**config.mk**
```make
export PLATFORM = sky130hd
export DESIGN_NAME = led_driver_chain_serializer
export DESIGN_NICKNAME = d
export VERILOG_FILES = /design/src/hw/rtl/ldcs_pkg.sv /design/src/hw/rtl/ldcs_front.sv /design/src/hw/rtl/ldcs_queue.sv /design/src/hw/rtl/ldcs_shifter.sv /design/src/hw/rtl/led_driver_chain_serializer.sv
export VERILOG_INCLUDE_DIRS = /design/src /design/src/hw/rtl
export SDC_FILE = /design/constraint.sdc
export NUM_CORES = 1
export LEC_CHECK = 0
export ABC_CLOCK_PERIOD_IN_PS = 3200
export BUFFER_PORTS_ARGS = -buffer_cell sky130_fd_sc_hd__buf_2
export CAP_MARGIN = 5
export CELL_PAD_IN_SITES_DETAIL_PLACEMENT = 1
export CELL_PAD_IN_SITES_GLOBAL_PLACEMENT = 1
export CORE_UTILIZATION = 44
export DETAILED_ROUTE_END_ITERATION = 12
export GPL_TIMING_DRIVEN = 0
export PLACE_DENSITY_LB_ADDON = 0.1
export SLEW_MARGIN = 25
export SYNTH_ARGS = -nofsm -noshare
export SYNTH_HDL_FRONTEND = slang
export SYNTH_SLANG_ARGS = --single-unit
```
**constraint.sdc**
```tcl
create_clock -name clk_i -period 3.2 [get_ports clk_i]
set_input_delay 0.64 -clock clk_i [delete_from_list [all_inputs] [get_ports clk_i]]
set_output_delay 0.64 -clock clk_i [all_outputs]
set_load 0.02 [all_outputs]
```
**src/hw/rtl/led_driver_chain_serializer_macros.svh**
```systemverilog
// ----------------------------------------------------------------------------
// led driver chain serializer assertion macros
// concurrent checks clocked on clk_i, held off while rst_ni is low
// ----------------------------------------------------------------------------
`ifndef LED_DRIVER_CHAIN_SERIALIZER_MACROS_SVH
`define LED_DRIVER_CHAIN_SERIALIZER_MACROS_SVH

`ifndef ASSERT_OFF
// property must hold at every edge out of reset
`define LDCS_ASSERT(lbl, prop) \
  lbl: assert property (@(posedge clk_i) disable iff (!rst_ni) (prop)) \
    else $error("ldcs assertion failed");
// consequent must hold in the cycle after the antecedent
`define LDCS_ASSERT_NEXT(lbl, ante, cons) \
  lbl: assert property (@(posedge clk_i) disable iff (!rst_ni) (ante) |=> (cons)) \
    else $error("ldcs assertion failed");
`else
`define LDCS_ASSERT(lbl, prop)
`define LDCS_ASSERT_NEXT(lbl, ante, cons)
`endif

`endif

```
**src/hw/rtl/ldcs_pkg.sv**
```systemverilog
// ----------------------------------------------------------------------------
// ldcs_pkg
// shared types and constants of the led driver chain serializer
// ----------------------------------------------------------------------------
package ldcs_pkg;

  localparam int MAX_DRIVERS = 64;
  localparam int NUM_DRV_W   = 7;
  localparam int DRV_W       = $clog2(MAX_DRIVERS);
  localparam int CHAN_W      = 4;
  localparam int WORD_W      = 16;
  localparam int BRIGHT_W    = 6;
  localparam int SYM_CNT_W   = 4;
  localparam int CFG_IDX_W   = 1;
  localparam int CFG_DATA_W  = 7;
  localparam int Q_DEPTH     = 2;
  localparam int Q_PTR_W     = $clog2(Q_DEPTH);
  localparam int Q_CNT_W     = $clog2(Q_DEPTH + 1);

  // register indexes of the configuration port
  localparam logic [CFG_IDX_W-1:0] REG_NUM_DRIVERS = 1'd0;
  localparam logic [CFG_IDX_W-1:0] REG_BRIGHTNESS  = 1'd1;

  localparam logic [NUM_DRV_W-1:0] NUM_DRV_RESET = 7'd1;
  localparam logic [BRIGHT_W-1:0]  BRIGHT_RESET  = 6'd63;

  localparam logic [CHAN_W-1:0]    CHAN_TOP   = 4'd15;
  localparam logic [SYM_CNT_W-1:0] SYM_LAST   = 4'd15;

  localparam logic [WORD_W-1:0] LATCH_PIXEL  = 16'h000F;
  localparam logic [WORD_W-1:0] LATCH_GLOBAL = 16'h003F;
  localparam logic [WORD_W-1:0] LATCH_CONFIG = 16'h007F;
  localparam logic [WORD_W-1:0] LATCH_ENABLE = 16'h0003;
  localparam logic [WORD_W-1:0] CFG_FIXED    = 16'h20C0;
  localparam logic [WORD_W-1:0] ENABLE_WORD  = 16'hFFFF;

  typedef enum logic [1:0] {
    KIND_PIXEL  = 2'd0,
    KIND_CONFIG = 2'd1,
    KIND_ENABLE = 2'd2,
    KIND_NONE   = 2'd3
  } kind_e;

  // one queued word with its latch mask and sequence end flag
  typedef struct packed {
    logic              ends;
    logic [WORD_W-1:0] latch;
    logic [WORD_W-1:0] word;
  } sym_word_t;

endpackage

```
**src/hw/rtl/ldcs_front.sv**
```systemverilog
// ----------------------------------------------------------------------------
// ldcs_front
// takes input words, tracks frame position, builds word and latch mask
// ----------------------------------------------------------------------------
module ldcs_front (
  input  logic                               clk_i,
  input  logic                               rst_ni,
  input  logic                               in_valid_i,
  output logic                               in_ready_o,
  input  logic [1:0]                         cmd_i,
  input  logic [ldcs_pkg::WORD_W-1:0]        pixel_i,
  input  logic [ldcs_pkg::NUM_DRV_W-1:0]     num_drivers_i,
  input  logic [ldcs_pkg::BRIGHT_W-1:0]      brightness_i,
  input  logic                               q_ready_i,
  output logic                               push_o,
  output ldcs_pkg::sym_word_t                entry_o
);
  import ldcs_pkg::*;

  kind_e              kind_q, kind_d, cmd_kind;
  logic [DRV_W-1:0]   drv_q, drv_d, drv_cur, drv_last;
  logic [CHAN_W-1:0]  chan_q, chan_d, chan_cur;
  logic               accept, restart, ends;
  logic [WORD_W-1:0]  word, latch;

  assign in_ready_o = q_ready_i;
  assign accept     = in_valid_i & in_ready_o;
  assign cmd_kind   = kind_e'(cmd_i);

  // clamped driver count minus one
  always_comb begin
    if (num_drivers_i == '0) begin
      drv_last = '0;
    end else if (num_drivers_i > NUM_DRV_W'(MAX_DRIVERS)) begin
      drv_last = DRV_W'(MAX_DRIVERS - 1);
    end else begin
      drv_last = DRV_W'(num_drivers_i - NUM_DRV_W'(1));
    end
  end

  assign restart  = (cmd_kind != kind_q);
  assign drv_cur  = restart ? drv_last : drv_q;
  assign chan_cur = restart ? CHAN_TOP : chan_q;

  always_comb begin
    word  = ENABLE_WORD;
    latch = '0;
    ends  = (drv_cur == '0);
    case (cmd_kind)
      KIND_PIXEL: begin
        word = pixel_i;
        if (drv_cur == '0) begin
          latch = (chan_cur == '0) ? LATCH_GLOBAL : LATCH_PIXEL;
        end
        ends = (drv_cur == '0) && (chan_cur == '0);
      end
      KIND_CONFIG: begin
        word = CFG_FIXED | WORD_W'(brightness_i);
        if (drv_cur == '0) begin
          latch = LATCH_CONFIG;
        end
      end
      KIND_ENABLE: begin
        if (drv_cur == '0) begin
          latch = LATCH_ENABLE;
        end
      end
      default: begin
        word  = ENABLE_WORD;
        latch = '0;
        ends  = 1'b0;
      end
    endcase
  end

  assign push_o        = accept && (cmd_kind != KIND_NONE);
  assign entry_o.word  = word;
  assign entry_o.latch = latch;
  assign entry_o.ends  = ends;

  always_comb begin
    kind_d = kind_q;
    drv_d  = drv_q;
    chan_d = chan_q;
    if (push_o) begin
      if (ends) begin
        kind_d = KIND_NONE;
        drv_d  = '0;
        chan_d = CHAN_TOP;
      end else if (drv_cur != '0) begin
        kind_d = cmd_kind;
        drv_d  = drv_cur - DRV_W'(1);
        chan_d = chan_cur;
      end else begin
        // driver 0 of a pixel channel done, step to next channel
        kind_d = cmd_kind;
        drv_d  = drv_last;
        chan_d = chan_cur - CHAN_W'(1);
      end
    end
  end

  always_ff @(posedge clk_i or negedge rst_ni) begin
    if (!rst_ni) begin
      kind_q <= KIND_NONE;
      drv_q  <= '0;
      chan_q <= CHAN_TOP;
    end else begin
      kind_q <= kind_d;
      drv_q  <= drv_d;
      chan_q <= chan_d;
    end
  end

endmodule

```
**src/hw/rtl/ldcs_queue.sv**
```systemverilog
// ----------------------------------------------------------------------------
// ldcs_queue
// two-entry fifo between word builder and shifter
// ----------------------------------------------------------------------------
module ldcs_queue (
  input  logic                clk_i,
  input  logic                rst_ni,
  input  logic                push_i,
  input  ldcs_pkg::sym_word_t entry_i,
  output logic                ready_o,
  output logic                valid_o,
  input  logic                pop_i,
  output ldcs_pkg::sym_word_t entry_o
);
  import ldcs_pkg::*;

  sym_word_t            slot_q [Q_DEPTH];
  logic [Q_PTR_W-1:0]   wr_ptr_q, wr_ptr_d, rd_ptr_q, rd_ptr_d;
  logic [Q_CNT_W-1:0]   cnt_q, cnt_d;
  logic                 do_push, do_pop;

  assign ready_o = (cnt_q != Q_CNT_W'(Q_DEPTH));
  assign valid_o = (cnt_q != '0);
  assign entry_o = slot_q[rd_ptr_q];
  assign do_push = push_i & ready_o;
  assign do_pop  = pop_i & valid_o;

  always_comb begin
    wr_ptr_d = do_push ? wr_ptr_q + Q_PTR_W'(1) : wr_ptr_q;
    rd_ptr_d = do_pop  ? rd_ptr_q + Q_PTR_W'(1) : rd_ptr_q;
    cnt_d    = cnt_q;
    if (do_push && !do_pop) begin
      cnt_d = cnt_q + Q_CNT_W'(1);
    end else if (!do_push && do_pop) begin
      cnt_d = cnt_q - Q_CNT_W'(1);
    end
  end

  always_ff @(posedge clk_i) begin
    if (do_push) begin
      slot_q[wr_ptr_q] <= entry_i;
    end
  end

  always_ff @(posedge clk_i or negedge rst_ni) begin
    if (!rst_ni) begin
      wr_ptr_q <= '0;
      rd_ptr_q <= '0;
      cnt_q    <= '0;
    end else begin
      wr_ptr_q <= wr_ptr_d;
      rd_ptr_q <= rd_ptr_d;
      cnt_q    <= cnt_d;
    end
  end

endmodule

```
**src/hw/rtl/ldcs_shifter.sv**
```systemverilog
// ----------------------------------------------------------------------------
// ldcs_shifter
// shifts one queued word out as sixteen registered symbols, msb first
// ----------------------------------------------------------------------------
module ldcs_shifter (
  input  logic                clk_i,
  input  logic                rst_ni,
  input  logic                q_valid_i,
  input  ldcs_pkg::sym_word_t q_entry_i,
  output logic                pop_o,
  output logic                out_valid_o,
  input  logic                out_ready_i,
  output logic                data_bit_o,
  output logic                latch_bit_o,
  output logic                word_last_o,
  output logic                sequence_last_o
);
  import ldcs_pkg::*;

  logic                   busy_q, busy_d;
  logic [SYM_CNT_W-1:0]   cnt_q, cnt_d;
  logic [WORD_W-1:0]      word_q, word_d, latch_q, latch_d;
  logic                   ends_q, ends_d;
  logic                   out_hs, last_sym, load;

  assign out_valid_o     = busy_q;
  assign data_bit_o      = word_q[WORD_W-1];
  assign latch_bit_o     = latch_q[WORD_W-1];
  assign last_sym        = (cnt_q == SYM_LAST);
  assign word_last_o     = last_sym;
  assign sequence_last_o = last_sym & ends_q;

  assign out_hs = busy_q & out_ready_i;
  assign load   = q_valid_i & (!busy_q | (out_hs & last_sym));
  assign pop_o  = load;

  always_comb begin
    busy_d  = busy_q;
    cnt_d   = cnt_q;
    word_d  = word_q;
    latch_d = latch_q;
    ends_d  = ends_q;
    if (load) begin
      busy_d  = 1'b1;
      cnt_d   = '0;
      word_d  = q_entry_i.word;
      latch_d = q_entry_i.latch;
      ends_d  = q_entry_i.ends;
    end else if (out_hs) begin
      if (last_sym) begin
        busy_d = 1'b0;
      end else begin
        cnt_d   = cnt_q + SYM_CNT_W'(1);
        word_d  = {word_q[WORD_W-2:0], 1'b0};
        latch_d = {latch_q[WORD_W-2:0], 1'b0};
      end
    end
  end

  always_ff @(posedge clk_i or negedge rst_ni) begin
    if (!rst_ni) begin
      busy_q <= 1'b0;
      cnt_q  <= '0;
    end else begin
      busy_q <= busy_d;
      cnt_q  <= cnt_d;
    end
  end

  always_ff @(posedge clk_i) begin
    word_q  <= word_d;
    latch_q <= latch_d;
    ends_q  <= ends_d;
  end

endmodule

```
**src/hw/rtl/led_driver_chain_serializer.sv**
```systemverilog
// ----------------------------------------------------------------------------
// led_driver_chain_serializer
// turns 16-bit words into data/latch symbols for a chain of led drivers
// ----------------------------------------------------------------------------
//
//  channel   dir   payload                                  request
//  s_axis    in    tuser: cmd, tdata: pixel_value           one 16-bit word
//  m_axis    out   tdata: data/latch/word_last, tlast: seq  one serial symbol
//  cfg       in    cfg_index_i, cfg_data_i                  one register write
//
//  each word gives 16 symbols, one per cycle while m_axis is ready, so the
//  sustained word rate is set by the single shifter
//  a two-entry queue lets the input take two more words while one shifts out
//  reset clears the position (no kind, driver 0, channel 15), the queue and
//  the shifter; num_drivers resets to 1 and brightness to 63
//  a stalled output holds the current symbol; cmd 3 is taken and dropped
//
`include "led_driver_chain_serializer_macros.svh"

module led_driver_chain_serializer (
  input  logic                                clk_i,
  input  logic                                rst_ni,
  // input words
  input  logic                                s_axis_tvalid,
  output logic                                s_axis_tready,
  input  logic [15:0]                         s_axis_tdata,  // [15:0] pixel_value
  input  logic [1:0]                          s_axis_tuser,  // [1:0] cmd
  // serial symbols
  output logic                                m_axis_tvalid,
  input  logic                                m_axis_tready,
  // [0] data_bit, [1] latch_bit, [2] word_last, [7:3] zero
  output logic [7:0]                          m_axis_tdata,
  output logic                                m_axis_tlast,  // sequence_last
  // register writes
  input  logic                                cfg_valid_i,
  output logic                                cfg_ready_o,
  input  logic [ldcs_pkg::CFG_IDX_W-1:0]      cfg_index_i,
  input  logic [ldcs_pkg::CFG_DATA_W-1:0]     cfg_data_i
);
  import ldcs_pkg::*;

  // configuration registers
  logic [NUM_DRV_W-1:0] num_drivers_q;
  logic [BRIGHT_W-1:0]  brightness_q;
  logic                 cfg_hs;

  // front to queue
  logic       push, q_ready;
  sym_word_t  front_entry;

  // queue to shifter
  logic       q_valid, pop;
  sym_word_t  q_entry;

  // shifter outputs
  logic       data_bit, latch_bit, word_last, sequence_last;

  // registers always writable; user writes only while idle, not enforced here
  assign cfg_ready_o = 1'b1;
  assign cfg_hs      = cfg_valid_i & cfg_ready_o;

  always_ff @(posedge clk_i or negedge rst_ni) begin
    if (!rst_ni) begin
      num_drivers_q <= NUM_DRV_RESET;
      brightness_q  <= BRIGHT_RESET;
    end else if (cfg_hs) begin
      case (cfg_index_i)
        REG_NUM_DRIVERS: num_drivers_q <= cfg_data_i;
        REG_BRIGHTNESS:  brightness_q  <= cfg_data_i[BRIGHT_W-1:0];
        default: begin
          num_drivers_q <= num_drivers_q;
        end
      endcase
    end
  end

  // word builder: position tracking, latch mask and sequence end
  ldcs_front u_front (
    .clk_i         (clk_i),
    .rst_ni        (rst_ni),
    .in_valid_i    (s_axis_tvalid),
    .in_ready_o    (s_axis_tready),
    .cmd_i         (s_axis_tuser),
    .pixel_i       (s_axis_tdata),
    .num_drivers_i (num_drivers_q),
    .brightness_i  (brightness_q),
    .q_ready_i     (q_ready),
    .push_o        (push),
    .entry_o       (front_entry)
  );

  // decoupling queue
  ldcs_queue u_queue (
    .clk_i   (clk_i),
    .rst_ni  (rst_ni),
    .push_i  (push),
    .entry_i (front_entry),
    .ready_o (q_ready),
    .valid_o (q_valid),
    .pop_i   (pop),
    .entry_o (q_entry)
  );

  // serial back end, symbols leave straight from its registers
  ldcs_shifter u_shifter (
    .clk_i           (clk_i),
    .rst_ni          (rst_ni),
    .q_valid_i       (q_valid),
    .q_entry_i       (q_entry),
    .pop_o           (pop),
    .out_valid_o     (m_axis_tvalid),
    .out_ready_i     (m_axis_tready),
    .data_bit_o      (data_bit),
    .latch_bit_o     (latch_bit),
    .word_last_o     (word_last),
    .sequence_last_o (sequence_last)
  );

  assign m_axis_tdata = {5'd0, word_last, latch_bit, data_bit};
  assign m_axis_tlast = sequence_last;

  // a sequence only ends on the last symbol of a word
  `LDCS_ASSERT(a_seq_last_on_word_last, !m_axis_tvalid || !m_axis_tlast || m_axis_tdata[2])

  // a queued word follows the previous word with no gap
  `LDCS_ASSERT_NEXT(a_no_gap_between_words,
                    m_axis_tvalid && m_axis_tready && word_last && q_valid, m_axis_tvalid)

  // brightness changes only through a register write
  `LDCS_ASSERT_NEXT(a_brightness_held,
                    !(cfg_hs && (cfg_index_i == REG_BRIGHTNESS)), $stable(brightness_q))

endmodule

```
Word-level counts from Yosys, hierarchy flattened
Memory sizes are Yosys's and may differ from the RTL's.
Cells that the tools add are included.
{ "word_totals": {"register_bits": 67, "latchBits": 0, "ram_bits": 66, "rom_bits": 0, "in_bits": 31, "output_inout_bits": 12, "word_cells": 92, "mem_count": 1} }
{ "classes": {"add_sub_neg": 8, "multipliers": 0, "div": 0, "n_lt_le_gt_ge": 1, "n_eq_ne": 7, "shift": 0, "mux": 32, "bitwise_logic": 9, "n_reduce_logical": 21} }
{ "memory_table": {"columns": ["name", "words", "width", "read_ports", "rd_clocked_by_memory_dff", "write_ports", "line", "rtl"], "rows": [
  ["u_queue.slot_q", 2, 33, 1, 0, 1, "ldcs_queue.sv:17", "sym_word_t slot_q [Q_DEPTH];"]
]} }
{ "ops": {"columns": ["cell", "n"], "rows": [
  ["16-bit 2-to-1 mux", 7],
  ["16-bit case mux with 3 select lines", 1],
  ["6-bit 2-to-1 mux", 6],
  ["16-bit case mux with 2 select lines", 1],
  ["4-bit 2-to-1 mux", 6],
  ["6-bit by 1-bit subtractor with 6-bit output (second input constant)", 2],
  ["2-bit 2-to-1 mux", 4],
  ["2-bit AND reduction", 4],
  ["2-bit nonzero test", 4],
  ["1-bit AND", 7],
  ["7-bit > comparator (second input constant)", 1],
  ["7-bit zero test", 1],
  ["7-bit 2-to-1 mux", 1],
  ["6-bit zero test", 1],
  ["2-bit inequality test (second input constant)", 3],
  ["6-bit nonzero test", 1],
  ["1-bit 2-to-1 mux", 5],
  ["4-bit by 1-bit adder with 4-bit output (second input constant)", 1],
  ["4-bit == test (second input constant)", 1],
  ["1-bit logical AND", 4],
  ["4-bit zero test", 1],
  ["4-bit by 1-bit subtractor with 4-bit output (second input constant)", 1],
  ["1-bit zero test", 3],
  ["1-bit adder (second input constant)", 2],
  ["10 further kinds", 10]
]} }

Depth between registers and ports, before layout
Gate-level depths: netlist (run 1).
{ "logic_depth": {"depth_word": 8, "depth_mapped": 15, "depth_no_buf": 13} }

Modules after synthesis
A second synthesis (run 1) with hierarchy kept.
{ "hier_totals": {"cells_unflattened": 494, "area_unflattened_um2": 6688.9} }
{ "modules_own_cells": {"columns": ["module", "instances", "cells_each", "area_each_um2", "seq_area_each_um2"], "rows": [
  ["ldcs_queue", 1, 121, 2727.6, 2082.0],
  ["ldcs_shifter", 1, 101, 1702.9, 1116.1],
  ["ldcs_front", 1, 232, 1645.3, 307.8],
  ["led_driver_chain_serializer", 1, 40, 613.1, 334.1]
]} }

Worst setup path after synthesis (run 1)
OpenSTA, ideal clock, no wires.
{ "synth_timing": {"path_type": "reg2reg", "startpoint": "register u_shifter.cnt_q[0]", "endpoint": "register u_shifter.cnt_q[3]", "setup_ns": 0.132, "t_arrival_ns": 3.251, "t_required_ns": 3.068, "setup_slack_ns": -0.183, "stages_incl_launch_ff": 9, "path_buffers": 1, "period_less_slack_ns": 3.383, "cell_sequence": "dfrtp_1 -> ha_1 -> and3_1 -> clkbuf_1 -> o21a_1 -> a21oi_1 -> nand4_1 -> xor2_1 -> nor2_1"} }
{ "synth_via": {"elab_chain_cells": 6, "elab_cells_between_ends": 11, "cone_classes": "add/sub (1); eq/ne (2); mux (3); bitwise (3); reduce/logical (2)"} }
{ "synth_lines": {"columns": ["item", "line", "rtl"], "rows": [
  ["start, declared", "ldcs_shifter.sv:21", "logic [SYM_CNT_W-1:0] cnt_q, cnt_d;"],
  ["start signal, assigned", "ldcs_shifter.sv:66", "cnt_q <= cnt_d;"],
  ["4-bit == test *", "ldcs_shifter.sv:29", "assign last_sym = (cnt_q == SYM_LAST);"],
  ["net u_shifter.word_last_o", "ldcs_shifter.sv:15", "output logic word_last_o,"],
  ["1-bit AND", "ldcs_shifter.sv:34", "assign load = q_valid_i & (!busy_q | (out_hs & last_sym));"],
  ["1-bit bitwise OR", "ldcs_shifter.sv:34", null],
  ["1-bit AND", "ldcs_shifter.sv:34", null],
  ["2-bit inequality test (no line) or 2-bit nonzero test (tied branches)", null, null],
  ["2-bit AND reduction (no line)", null, null]
]} }
The timed path passes the listed nets; every way through them passes the cells marked *. The select of a mux whose other input is x is not followed.
A chain may end at the register's enable or synchronous reset.

Final worst setup path (run 1)
{ "layout_timing": {"startpoint": "register num_drivers_q[1]", "endpoint": "register u_front.chan_q[2]"} }
{ "layout_via": {"elab_chain_cells": 8, "elab_cells_between_ends": 12, "cone_classes": "add/sub (1); order compare (1); mux (6); reduce/logical (4)"} }
{ "layout_lines": {"columns": ["item", "line", "rtl"], "rows": [
  ["start, declared", "led_driver_chain_serializer.sv:43", "logic [NUM_DRV_W-1:0] num_drivers_q;"],
  ["start signal, assigned", "led_driver_chain_serializer.sv:68", "REG_NUM_DRIVERS: num_drivers_q <= cfg_data_i;"],
  ["start signal, assigned", "led_driver_chain_serializer.sv:71", "num_drivers_q <= num_drivers_q;"],
  ["6-bit by 1-bit subtractor with 6-bit output or 7-bit > comparator (tied branches)", "ldcs_front.sv:37, ldcs_front.sv:34", null],
  ["6-bit 2-to-1 mux", "ldcs_front.sv:34", "end else if (num_drivers_i > NUM_DRV_W'(MAX_DRIVERS)) begin"],
  ["6-bit 2-to-1 mux *", "ldcs_front.sv:32", "if (num_drivers_i == '0) begin"],
  ["6-bit 2-to-1 mux *", "ldcs_front.sv:42", "assign drv_cur = restart ? drv_last : drv_q;"],
  ["6-bit zero test", "ldcs_front.sv:48, ldcs_front.sv:55", null],
  ["1-bit logical AND", "ldcs_front.sv:55", "ends = (drv_cur == '0) && (chan_cur == '0);"],
  ["1-bit case mux with 2 select lines", "ldcs_front.sv:49", "case (cmd_kind)"],
  ["4-bit 2-to-1 mux *", "ldcs_front.sv:86", "if (ends) begin"],
  ["end signal, assigned", "ldcs_front.sv:111", "chan_q <= chan_d;"],
  ["end, declared", "ldcs_front.sv:22", "logic [CHAN_W-1:0] chan_q, chan_d, chan_cur;"]
]} }
Every way passes the cells marked *; elsewhere a longest branch is shown, timed or not.

==> results of run 1 <==
## final cells by class
cell class / count / area (um2)
flip-flops and latches: 109 / 3120
plain buffers: 29 / 150
inverters: 15 / 58.8
clock buffers: 11 / 233
repair buffers: 48 / 290
multi-input cells: 296 / 2070
clock inverters: 5 / 109
fillers: 1223 / 5310
well taps: 143 / 179
## flip-flops by register name, indices dropped and copies added (netlist names)
register	flops
u_queue.rd_ptr_q	1
u_shifter.cnt_q	4
u_front.kind_q	2
u_front.drv_q	6
num_drivers_q	7
brightness_q	6
u_front.chan_q	4
u_queue.slot_q	42
u_shifter.latch_q	16
u_queue.cnt_q	2
u_shifter.word_q	16
u_shifter.out_valid_o	1
u_shifter.ends_q	1
u_queue.wr_ptr_q	1
## what timing repair did
action / CTS / global route
endpoints found under the setup margin: 22 / 22
buffers inserted: 8 / 3
pin swaps: 5 / 8
hold buffers: 0 / 0
gates resized for setup: 14 / 20
## logic make-up (layout without fill, tap and decap cells)
kind of cell | Yosys count | in the layout | share of synthesized area
and+or+nand+nor | 145 | 145 | 0.132
DFF | 109 | 109 | 0.596
AOI/OAI and AO/OA | 91 | 91 | 0.122
buffers and inverters | 46 | 108 | 0.0404
muxes | 31 | 31 | 0.0617
adders and majority gates | 12 | 12 | 0.0282
xor gates and xnor gates | 11 | 11 | 0.0184
other | 2 | 6 | 0.00143
## power by group
group | switching [uW] | leakage [uW] | internal, uW
logic | 774 | 0.00112 | 544
clock network | 508 | 0.000162 | 771
registers | 188 | 0.00110 | 1860
total | 1470 | 0.00237 | 3170
## cell usage after synthesis, types with 5 or more instances
library cell  number
edfxtp_1          75
nor2_1            49
nand2_1           40
a21oi_1           28
dfrtp_1           21
mux2i_1           21
clkbuf_1          15
dfstp_2           13
inv_1             13
nor2b_1           12
ha_1              11
buf_4             10
mux2_2            10
nor3_1            10
xor2_1             8
a31oi_1            7
nand2b_1           6
o21a_1             6
o21ai_0            6
a22oi_1            5
buf_1              5
nand3_1            5
o21ai_1            5
## through the flow
stage | setup TNS [ns] | area (um2) | total power, uW | util
2_1_floorplan | 0 | 5250 | 2910 | -
3_3_place_gp | -20.82 | 5610 | 3200 | 0.487
3_5_place_dp | -14.26 | 5660 | 3270 | 0.491
4_1_cts | -0.00920 | 6100 | 4620 | 0.530
5_1_grt | -0.0163 | 6210 | 4900 | 0.539
6_report | 0 | 6210 | 4640 | 0.539
## how the worst max path moves through the flow
stage                          start                     to  slack, ns  cells after the start
global placement     s_axis_tuser[0]      u_front.chan_q[2]      -0.71                     12
finish              num_drivers_q[1]      u_front.chan_q[2]       0.09                     13
floorplan           num_drivers_q[1]      u_front.chan_q[2]       0.06                     14
detailed placement   s_axis_tuser[0]      u_front.chan_q[2]      -0.78                     12
CTS                 num_drivers_q[1]  u_queue.slot_q[1][17]     -0.005                     14
global route        num_drivers_q[1]      u_front.chan_q[2]      -0.02                     13
## layout by cell type (no fill, tap or decap), types with 10 or more instances in the layout
cell type	netlist	routed
edfxtp_1	75	75
nor2_1	49	42
nand2_1	40	40
buf_2	1	36
a21oi_1	28	25
buf_4	10	21
mux2i_1	21	21
dfrtp_1	21	21
clkbuf_1	15	15
dfstp_2	13	13
nor2b_1	12	11
inv_1	13	10
mux2_2	10	10
## worst max-delay path, stage by stage, from the launching register on
cell	delay [ns]
dfrtp_1	0.40
inv_2	0.08
ha_4	0.12
or4b_4	0.51
nor2_4	0.11
maj3_2	0.21
nor2_2	0.05
a21oi_2	0.13
ha_2	0.23
inv_4	0.05
or3_4	0.39
o41ai_4	0.46
a211o_1	0.15
o221a_1	0.16
## metal layers
layer / vias up / global-route usage
met3: 19 / 0.0541
met2: 43 / 0.371
met5: - / 0
met4: 0 / 0.0712
li1: 1724 / -
met1: 1759 / 0.239
==> metrics.csv, run 1 <==
metric,value,unit
wire_per_inst,18.1,um
clockRootBuffer,clkbuf_16,
grt_start_max_net_pins,35,
cts_tree,done,
setup_slack,0.0940,ns
routed.top_layer,met4,
max-cap-violations,0,
synth_area_leaders,"edfxtp_1, dfrtp_1, dfstp_2, mux2i_1, nor2_1",
synth_top_cell_area_share,0.430,
async_reset_ff_frac,0.312,
core,11500,um2
synth_edf_count,75,
numPortBuffers,36,
synth_cell_type_count,68,
floorplan.rows,39,
slew_headroom,0.427,
hold_path.class,in2async,
run_status,finished with violations,
antenna_cells,0,
dpl.hpwl,8.18,mm
antenna_found_initial,0,
initial_utilization,0.455,
instances_no_fill,656,
yosysTopAreaCell,edfxtp_1,
powerDensity,748,nW/um2
dp_slack,-0.784,ns
finalCritPeriodShare,0.971,
cp-start-kind,register,
p_leak,0.00237,uW
gr-total-overflow,0,
path_clk_slew,0.07,ns
syn_area,5240,um2
ys_warn_count,0,
path_class,reg2reg,
numCtsBuffers,9,
first_pass_iters,8,
numClockSinks,109,
wl_met2,6.27,mm
min_period,3.11,ns
drt-met1-wl,5.03,mm
hold_slack,0.392,ns
clock_latency,0.36,ns
critical_path.max_fanout,5,
ys_ff_latch,109,
cp_data_arrival_time,3.41,ns
final_nets,550,
initialDrtViolationCount,171,
drive_above_1_share,0.265,
netlist_instances,447,
crit-reg2reg-launch,num_drivers_q[1],
synth.avg_cell_area,11.7,um2
setup_viol,0,
postRouteAntennaNets,0,
viasPerCell,5.40,
yosysSeqAreaShare,0.596,
wl,11.9,mm
finalMaxSlewViolations,0,
num_vias,3545,
grt_pass1_wl,19.7,mm
vdd_drop_max,0.347,mV
reg2regPathDepth,13,
route.met3.wl,372,um
dieWidth,111,um
cts.htree.levels,3,
syn_to_final_growth,18.6,%
clock_skew,0.00885,ns
drc,5,
max_freq,0.322,GHz
synth-main-ff-cell,edfxtp_1,
ios,43,
rr_endpoint,u_front.chan_q[2],
grt_pass1_vias,3861,
required,3.50,ns
place_inst,631,
cts.path.max_buffers,2,
dieArea,12300,um2
final_hold_viol_count,0,
worstMarginPinSlew,0.860,ns
die_h,111,um
violations,design-rule violations,
gp_congestion,0.801,
cp-end-kind,register,
r2r_slack,0.09,ns
grtUsageTotal,0.207,
No activity file was read; power rests on OpenSTA's default activity.
==> run 2: changes to the inputs <==
--- a/config.mk
+++ b/config.mk
@@ -6,12 +6,13 @@
 export SDC_FILE = /design/constraint.sdc
 export NUM_CORES = 1
 export LEC_CHECK = 0
-export ABC_CLOCK_PERIOD_IN_PS = 3200
+export ABC_AREA = 1
+export ABC_CLOCK_PERIOD_IN_PS = 3600
 export BUFFER_PORTS_ARGS = -buffer_cell sky130_fd_sc_hd__buf_2
 export CAP_MARGIN = 5
 export CELL_PAD_IN_SITES_DETAIL_PLACEMENT = 1
 export CELL_PAD_IN_SITES_GLOBAL_PLACEMENT = 1
-export CORE_UTILIZATION = 44
+export CORE_UTILIZATION = 50
 export DETAILED_ROUTE_END_ITERATION = 12
 export GPL_TIMING_DRIVEN = 0
 export PLACE_DENSITY_LB_ADDON = 0.1
==> constraint.sdc (replaced) <==
create_clock -name clk_i -period 3.6 [get_ports clk_i]
set_input_delay 0.72 -clock clk_i [delete_from_list [all_inputs] [get_ports clk_i]]
set_output_delay 0.72 -clock clk_i [all_outputs]
set_load 0.05 [all_outputs]
==> run 2 against run 1 <==
  * The flow now finishes without violations
  * Count of clock-buffer cells in the layout rose by 2
  * Critical path type unchanged
  * Clock power fell by 46%
  * Die area fell by 12%
  * Maximum frequency rose by 12%
  * Clock skew rose by 0.0018 ns
==> metrics.csv, run 2 <==
metric,value,unit,change
run_status,"complete, no violations",,
antenna_cells,0,,unchanged
synth_cell_type_count,35,,-49%
cpPeakStageDelay,0.40,ns,-0.11 ns
postRouteAntennaNets,0,,unchanged
cpMostUsedCell,nand2_1,,
yosys-top-cells-count,"nand2_1, edfxtp_1, nor2_1",,
grt-busiest-layer,met2,,
place_inst,722,,+14%
core,9950,um2,-14%
post_dp_cell_area,5590,um2,-1.2%
yosysSeqAreaShare,0.599,,+0.00272
synth_top_cell_area_share,0.432,,+0.00196
netlist_instances,549,,+23%
worstMarginPinSlew,0.804,ns,-0.0552 ns
num_vias,3793,,+7.0%
die_h,104,um,-6.3%
top_register,u_queue.slot_q,,
met1_usage,0.272,,+0.0330
setup_tns,0,ns,unchanged
clock_skew,0.0107,ns,+0.00180 ns
numCtsBuffers,9,,unchanged
floorplan.rows,36,,-7.7%
synth-main-ff-cell,edfxtp_1,,
wire_per_inst,15.9,um,-12%
path_clk_slew,0.09,ns,+0.02 ns
antenna_found_initial,0,,unchanged
syn_to_final_growth,10.7,%,
vdd_drop_max,0.388,mV,+12%
crit_chain,inv_1 > ha_1 > inv_1 > nor2_1 > nand3_2 > nand2_4 > nand2_1 > nand2_1 > nand2_1 > o21ai_1 > ha_1 > nand3_1 > nor2_4 > buf_6 > nand3_2 > a21oi_1,,
dpl.hpwl,8.65,mm,+5.7%
powerDensity,649,nW/um2,-13%
finalPower,3740,uW,-19%
design_area,5770,um2,-7.1%
max_freq,0.362,GHz,+12%
grt_pass1_vias,4053,,+5.0%
finalMaxSlewViolations,0,,unchanged
initial_utilization,0.524,,+0.0689
viasPerCell,5.14,,-4.9%
final_common_cell,nand2_1,,
final_hold_viol_count,0,,unchanged
rsz0062_at_grt,false,,
clock_latency,0.37,ns,about the same
first_pass_iters,4,,-4
required,3.80,ns,+0.30 ns
grt.met3_usage,0.0526,,-0.00150
drc,0,,-5
path_class,reg2reg,,
syn_area,5210,um2,-0.45%
synth_area_leaders,"edfxtp_1, nand2_1, dfrtp_1, dfstp_2, nor2_1",,
dieWidth,104,um,-6.3%
cts.htree.levels,3,,unchanged
reg.largest.list,"u_queue.slot_q (42), u_shifter.latch_q (16), u_shifter.word_q (16)",,
numPortBuffers,36,,unchanged
crit_buf_inv,3,,+1
most-common-layout-cells,"nand2_1, edfxtp_1, nor2_1",,
cp_data_arrival_time,2.96,ns,-0.45 ns
critical_path.max_fanout,10,,+5
hold_path.class,in2async,,
cp-end-kind,register,,
instances_no_fill,738,,+13%
grt_start_max_net_pins,37,,+5.7%
setup_viol,0,,unchanged
ios,43,,unchanged
use_met2,0.440,,+0.0685
ys_warn_count,0,,unchanged
numClockSinks,109,,unchanged
max-cap-violations,0,,unchanged
cts.path.max_buffers,2,,unchanged
synth.avg_cell_area,9.49,um2,-19%
gr-total-overflow,0,,unchanged
synth_edf_count,75,,unchanged
crit_slowest_cell,dfstp_2,,
grtUsageTotal,0.236,,+0.0295
cts_hold_buffers,0,,unchanged
cts_resized,0,,-14
gp_congestion,0.819,,+2.3%
yosysMostFrequentCell,nand2_1,,
clockRootBuffer,clkbuf_8,,
wl,11.7,mm,-1.3%
yosysTopAreaCell,edfxtp_1,,
grt_pass1_wl,19.8,mm,+0.70%
p_leak,0.00256,uW,+7.7%
ys_ff_latch,109,,unchanged
initialDrtViolationCount,138,,-19%
min_period,2.76,ns,-0.344 ns
finalCritPeriodShare,0.767,,-0.204
drive_above_1_share,0.174,,-0.0916
cp_top_family,simple AND/OR/NAND/NOR gates,,
final_nets,642,,+17%
largest_register_ffs,42,,unchanged
post_cts_buffers,0,,-8
async_reset_ff_frac,0.312,,unchanged
cp-start-kind,register,,
cts_tree,done,,
dieArea,10800,um2,-12%
slew_headroom,0.464,,+0.0368
-- run 2: changes by cell type after synthesis, sizes merged, moves of 9 or more --
cell,before,now
nand2,41,173
inv,14,55
nand3,5,34
a21oi,29,7
nor2,50,72
mux2i,21,1
nor2b,12,0
nor3,11,0
o21ai,12,23
a31oi,7,16
mux2,10,1
-- run 2: layer usage --
metal	routed length, um	share of wire
met5	0	0
met4	134	0.011
met3	380	0.032
met2	6340	0.54
met1	4870	0.42
-- run 2: metrics by stage --
stage	utilization	hold slack, ns	worst slack, ns
after detailed placement	0.561	0.466	0.574
after global placement	0.560	0.465	0.159
after global routing	0.579	0.472	0.633
after floorplan	-	0.424	1.01
final	0.579	0.432	0.838
after CTS	0.579	0.450	0.833
-- run 2: where the power goes --
part	leakage (uW)	internal, uW	switching [uW]
logic	0.00138	369	854
clock network	0.0000896	291	400
registers	0.00108	1690	134
total	0.00256	2350	1390
-- run 2: path summary, 6_finish.rpt --
kind / from / to / slack, ns / cells after the start
max reg2reg: num_drivers_q[0] / u_queue.slot_q[1][21] / 0.84 / 16
max: num_drivers_q[0] / u_queue.slot_q[1][21] / 0.84 / 16
min: rst_ni / num_drivers_q[1] / 0.43 / 1
min reg2reg: u_front.drv_q[3] / u_front.drv_q[3] / 0.49 / 2
max in group asynchronous: rst_ni / u_queue.wr_ptr_q / 2.66 / 1
min in group clk_i: u_front.drv_q[3] / u_front.drv_q[3] / 0.49 / 2
-- run 2: cells by family after synthesis --
logic type	share of synthesized area
muxes	0.00408
and+or+nand+nor	0.236
adders and majority gates	0.0264
AOI/OAI and AO/OA	0.0495
xor gates and xnor gates	0.0151
other	0.00144
DFF	0.599
buffers and inverters	0.0687
-- run 2: area by class of cell --
| type | count | area (um2) |
|---|---|---|
| Timing Repair Buffer | 36 | 180 |
| Sequential cell | 109 | 3120 |
| Clock inverter | 3 | 21.3 |
| Clock buffer | 13 | 159 |
| Buffer | 26 | 144 |
| Fill cell | 1179 | 4190 |
| Inverter | 57 | 214 |
| Tap cell | 133 | 166 |
| Multi-Input combinational cell | 361 | 1760 |
==> run 3: changes to the inputs <==
--- a/config.mk
+++ b/config.mk
@@ -7,12 +7,12 @@
 export NUM_CORES = 1
 export LEC_CHECK = 0
 export ABC_AREA = 1
-export ABC_CLOCK_PERIOD_IN_PS = 3600
+export ABC_CLOCK_PERIOD_IN_PS = 2770
 export BUFFER_PORTS_ARGS = -buffer_cell sky130_fd_sc_hd__buf_2
 export CAP_MARGIN = 5
 export CELL_PAD_IN_SITES_DETAIL_PLACEMENT = 1
 export CELL_PAD_IN_SITES_GLOBAL_PLACEMENT = 1
-export CORE_UTILIZATION = 50
+export CORE_UTILIZATION = 46
 export DETAILED_ROUTE_END_ITERATION = 12
 export GPL_TIMING_DRIVEN = 0
 export PLACE_DENSITY_LB_ADDON = 0.1
==> constraint.sdc (replaced) <==
create_clock -name clk_i -period 2.77 [get_ports clk_i]
set_input_delay 0.554 -clock clk_i [delete_from_list [all_inputs] [get_ports clk_i]]
set_output_delay 0.554 -clock clk_i [all_outputs]
set_load 0.05 [all_outputs]
==> run 3 against run 2 <==
  * Count of clock-buffer cells in the layout is 3 lower
  * Clock power is 74% higher
  * Critical path depth is 1 lower
  * Worst hold slack worse by 0.15 ns
  * Die area is 8.5% higher
  * Critical path type unchanged
  * Largest cell class unchanged
  * Highest routed layer unchanged
==> metrics.csv, run 3 (synthesis gave the netlist of run 2 again) <==
metric,value,unit,change
max_freq,0.392,GHz,+8.2%
num_vias,3728,,-1.7%
cp-start-kind,register,,
ios,43,,unchanged
run_status,"complete, no violations",,
die_h,108,um,+4.2%
cp_data_arrival_time,2.78,ns,-0.18 ns
p_switching,1840,uW,+33%
numCtsBuffers,9,,unchanged
dpl.hpwl,8.17,mm,-5.6%
top_register,u_queue.slot_q,,
floorplan.rows,38,,+5.6%
postRouteAntennaNets,0,,unchanged
cts.path.max_buffers,2,,unchanged
hold_path.class,in2async,,
final_common_cell,nand2_1,,
clock_latency,0.34,ns,-0.03 ns
cp_top_family,simple AND/OR/NAND/NOR gates,,
cpPeakStageDelay,0.54,ns,+0.14 ns
dieWidth,108,um,+4.2%
vdd_drop_max,0.383,mV,-1.2%
syn_to_final_growth,13.0,%,
most-common-layout-cells,"nand2_1, edfxtp_1, nor2_1",,
largest_register_ffs,42,,unchanged
viasPerCell,5.00,,-2.6%
grt_pass1_vias,3902,,-3.7%
crit_chain,xnor2_1 > nand2_1 > buf_2 > nor2_1 > ha_1 > nand2_1 > nor2_1 > nand3_1 > inv_1 > or2_1 > nand3_2 > nand2_4 > inv_2 > nand2_1 > nand2_1,,
wire_per_inst,15.1,um,-4.7%
core,10900,um2,+9.9%
powerDensity,874,nW/um2,+35%
power_frac_seq,0.461,,-0.027
grt_start_max_net_pins,37,,unchanged
numClockSinks,109,,unchanged
p_sw_frac,0.358,,-0.0126
dieArea,11800,um2,+8.5%
gr-total-overflow,0,,unchanged
max-cap-violations,0,,unchanged
path_clk_slew,0.07,ns,-0.02 ns
drc,0,,unchanged
slew_headroom,0.469,,+0.00493
final_nets,642,,unchanged
grt_pass1_wl,18.6,mm,-6.1%
finalMaxSlewViolations,0,,unchanged
final_hold_viol_count,0,,unchanged
critical_path.max_fanout,10,,unchanged
clockRootBuffer,clkbuf_16,,
final_core_util,0.539,,-0.0408
fillCellCount,1284,,+8.9%
required,3.00,ns,-0.80 ns
gp_congestion,0.812,,-0.88%
r2r_slack,0.22,ns,-0.62 ns
clock_skew,0.00848,ns,-0.00217 ns
antenna_found_initial,0,,unchanged
worstMarginPinSlew,0.797,ns,-0.00740 ns
min_period,2.55,ns,-0.209 ns
first_pass_iters,4,,unchanged
numPortBuffers,36,,unchanged
place_inst,729,,+0.97%
dp_slack,-0.0846,ns,-0.658 ns
pwr-share-comb,0.305,,-0.022
p_int,3300,uW,+40%
initial_utilization,0.477,,-0.0470
cpMostUsedCell,nand2_1,,
p_leak,0.00259,uW,+1.3%
wl,11.3,mm,-3.8%
finalCritPeriodShare,0.922,,+0.154
instances_no_fill,745,,+0.95%
reg.largest.list,"u_queue.slot_q (42), u_shifter.latch_q (16), u_shifter.word_q (16)",,
cp-end-kind,register,,
antenna_cells,0,,unchanged
rsz0062_at_grt,true,,
crit_slowest_cell,dfstp_2,,
p_clk_frac,0.234,,+0.049
hold_slack,0.286,ns,-0.146 ns
initialDrtViolationCount,126,,-8.7%
path_class,reg2reg,,
setup_viol,0,,unchanged
cts.htree.levels,3,,unchanged
grtUsageTotal,0.210,,-0.0264
crit_buf_inv,3,,unchanged
setup_tns,0,ns,unchanged
setup_slack,0.217,ns,-0.621 ns
drive_above_1_share,0.187,,+0.0132
cts_tree,done,,
==> run 3: cell count changes in the layout (fill, tap and decap cells not counted), sizes merged <==
| cell | delta |
|---|---|
| clkbuf | -3 |
| clkinv | -2 |
| clkinvlp | +3 |
| inv | +2 |
==> run 3: metrics by stage <==
stage	total power (uW)	area, um2
2_1_floorplan	3520	5230
3_3_place_gp	3880	5580
3_5_place_dp	3990	5600
5_1_grt	5470	5890
6_report	5150	5890
4_1_cts	5180	5870
==> run 3: cell type report <==
type,count,area [um2],share of cell area
sequential,109,3120,0.530
multi-input combinational,361,1780,0.302
clock buffer,10,229,0.0389
inverter,57,214,0.0363
timing repair buffer,36,180,0.0306
tap,140,175,0.0297
buffer,26,144,0.0244
clock inverter,6,47.5,0.00807
==> run 3: power groups by stage <==
stage | registers (uW) | logic [uW] | clock network (uW)
after global routing | 2410 | 1790 | 1270
after CTS | 2380 | 1590 | 1220
after detailed placement | 2410 | 1580 | 0
after floorplan | 2360 | 1160 | 0
after global placement | 2390 | 1490 | 0
final | 2370 | 1570 | 1200
==> run 3: path summary, 6_finish.rpt <==
kind / startpoint / end / cells past startpoint
worst max-delay path: u_front.kind_q[1] / u_front.drv_q[0] / 15
worst min-delay path: rst_ni / u_front.drv_q[3] / 1
worst max register to register: u_front.kind_q[1] / u_front.drv_q[0] / 15
worst min register to register: u_front.drv_q[3] / u_front.drv_q[3] / 2
max in group asynchronous: rst_ni / u_queue.cnt_q[0] / 1
min in group clk_i: cfg_data_i[6] / num_drivers_q[6] / 2
==> run 3: repair_timing <==
| item | 4_1_cts | 5_1_grt |
|---|---|---|
| resized for setup | 0 | 7 |
| endpoints found under the hold margin | 0 | 0 |
| endpoints found under the setup margin | 0 | 22 |
| setup buffers | 0 | 0 |
| hold buffers | 0 | 0 |
==> run 3: per-layer routing <==
metal	wire length, um	track usage	vias up
li1	-	-	1862
met1	4760	0.233	1810
met2	6090	0.403	41
met3	200	0.0241	15
met4	225	0.0849	0
met5	0	0	-
==> run 3: worst reg2reg max path, stage by stage, from the launching register on <==
cell     delay, ns
dfstp_2       0.54
xnor2_1       0.13
nand2_1       0.10
buf_2         0.21
nor2_1        0.29
ha_1          0.22
nand2_1       0.05
nor2_1        0.12
nand3_1       0.14
inv_1         0.08
or2_1         0.12
nand3_2       0.09
nand2_4       0.15
inv_2         0.09
nand2_1       0.07
nand2_1       0.04
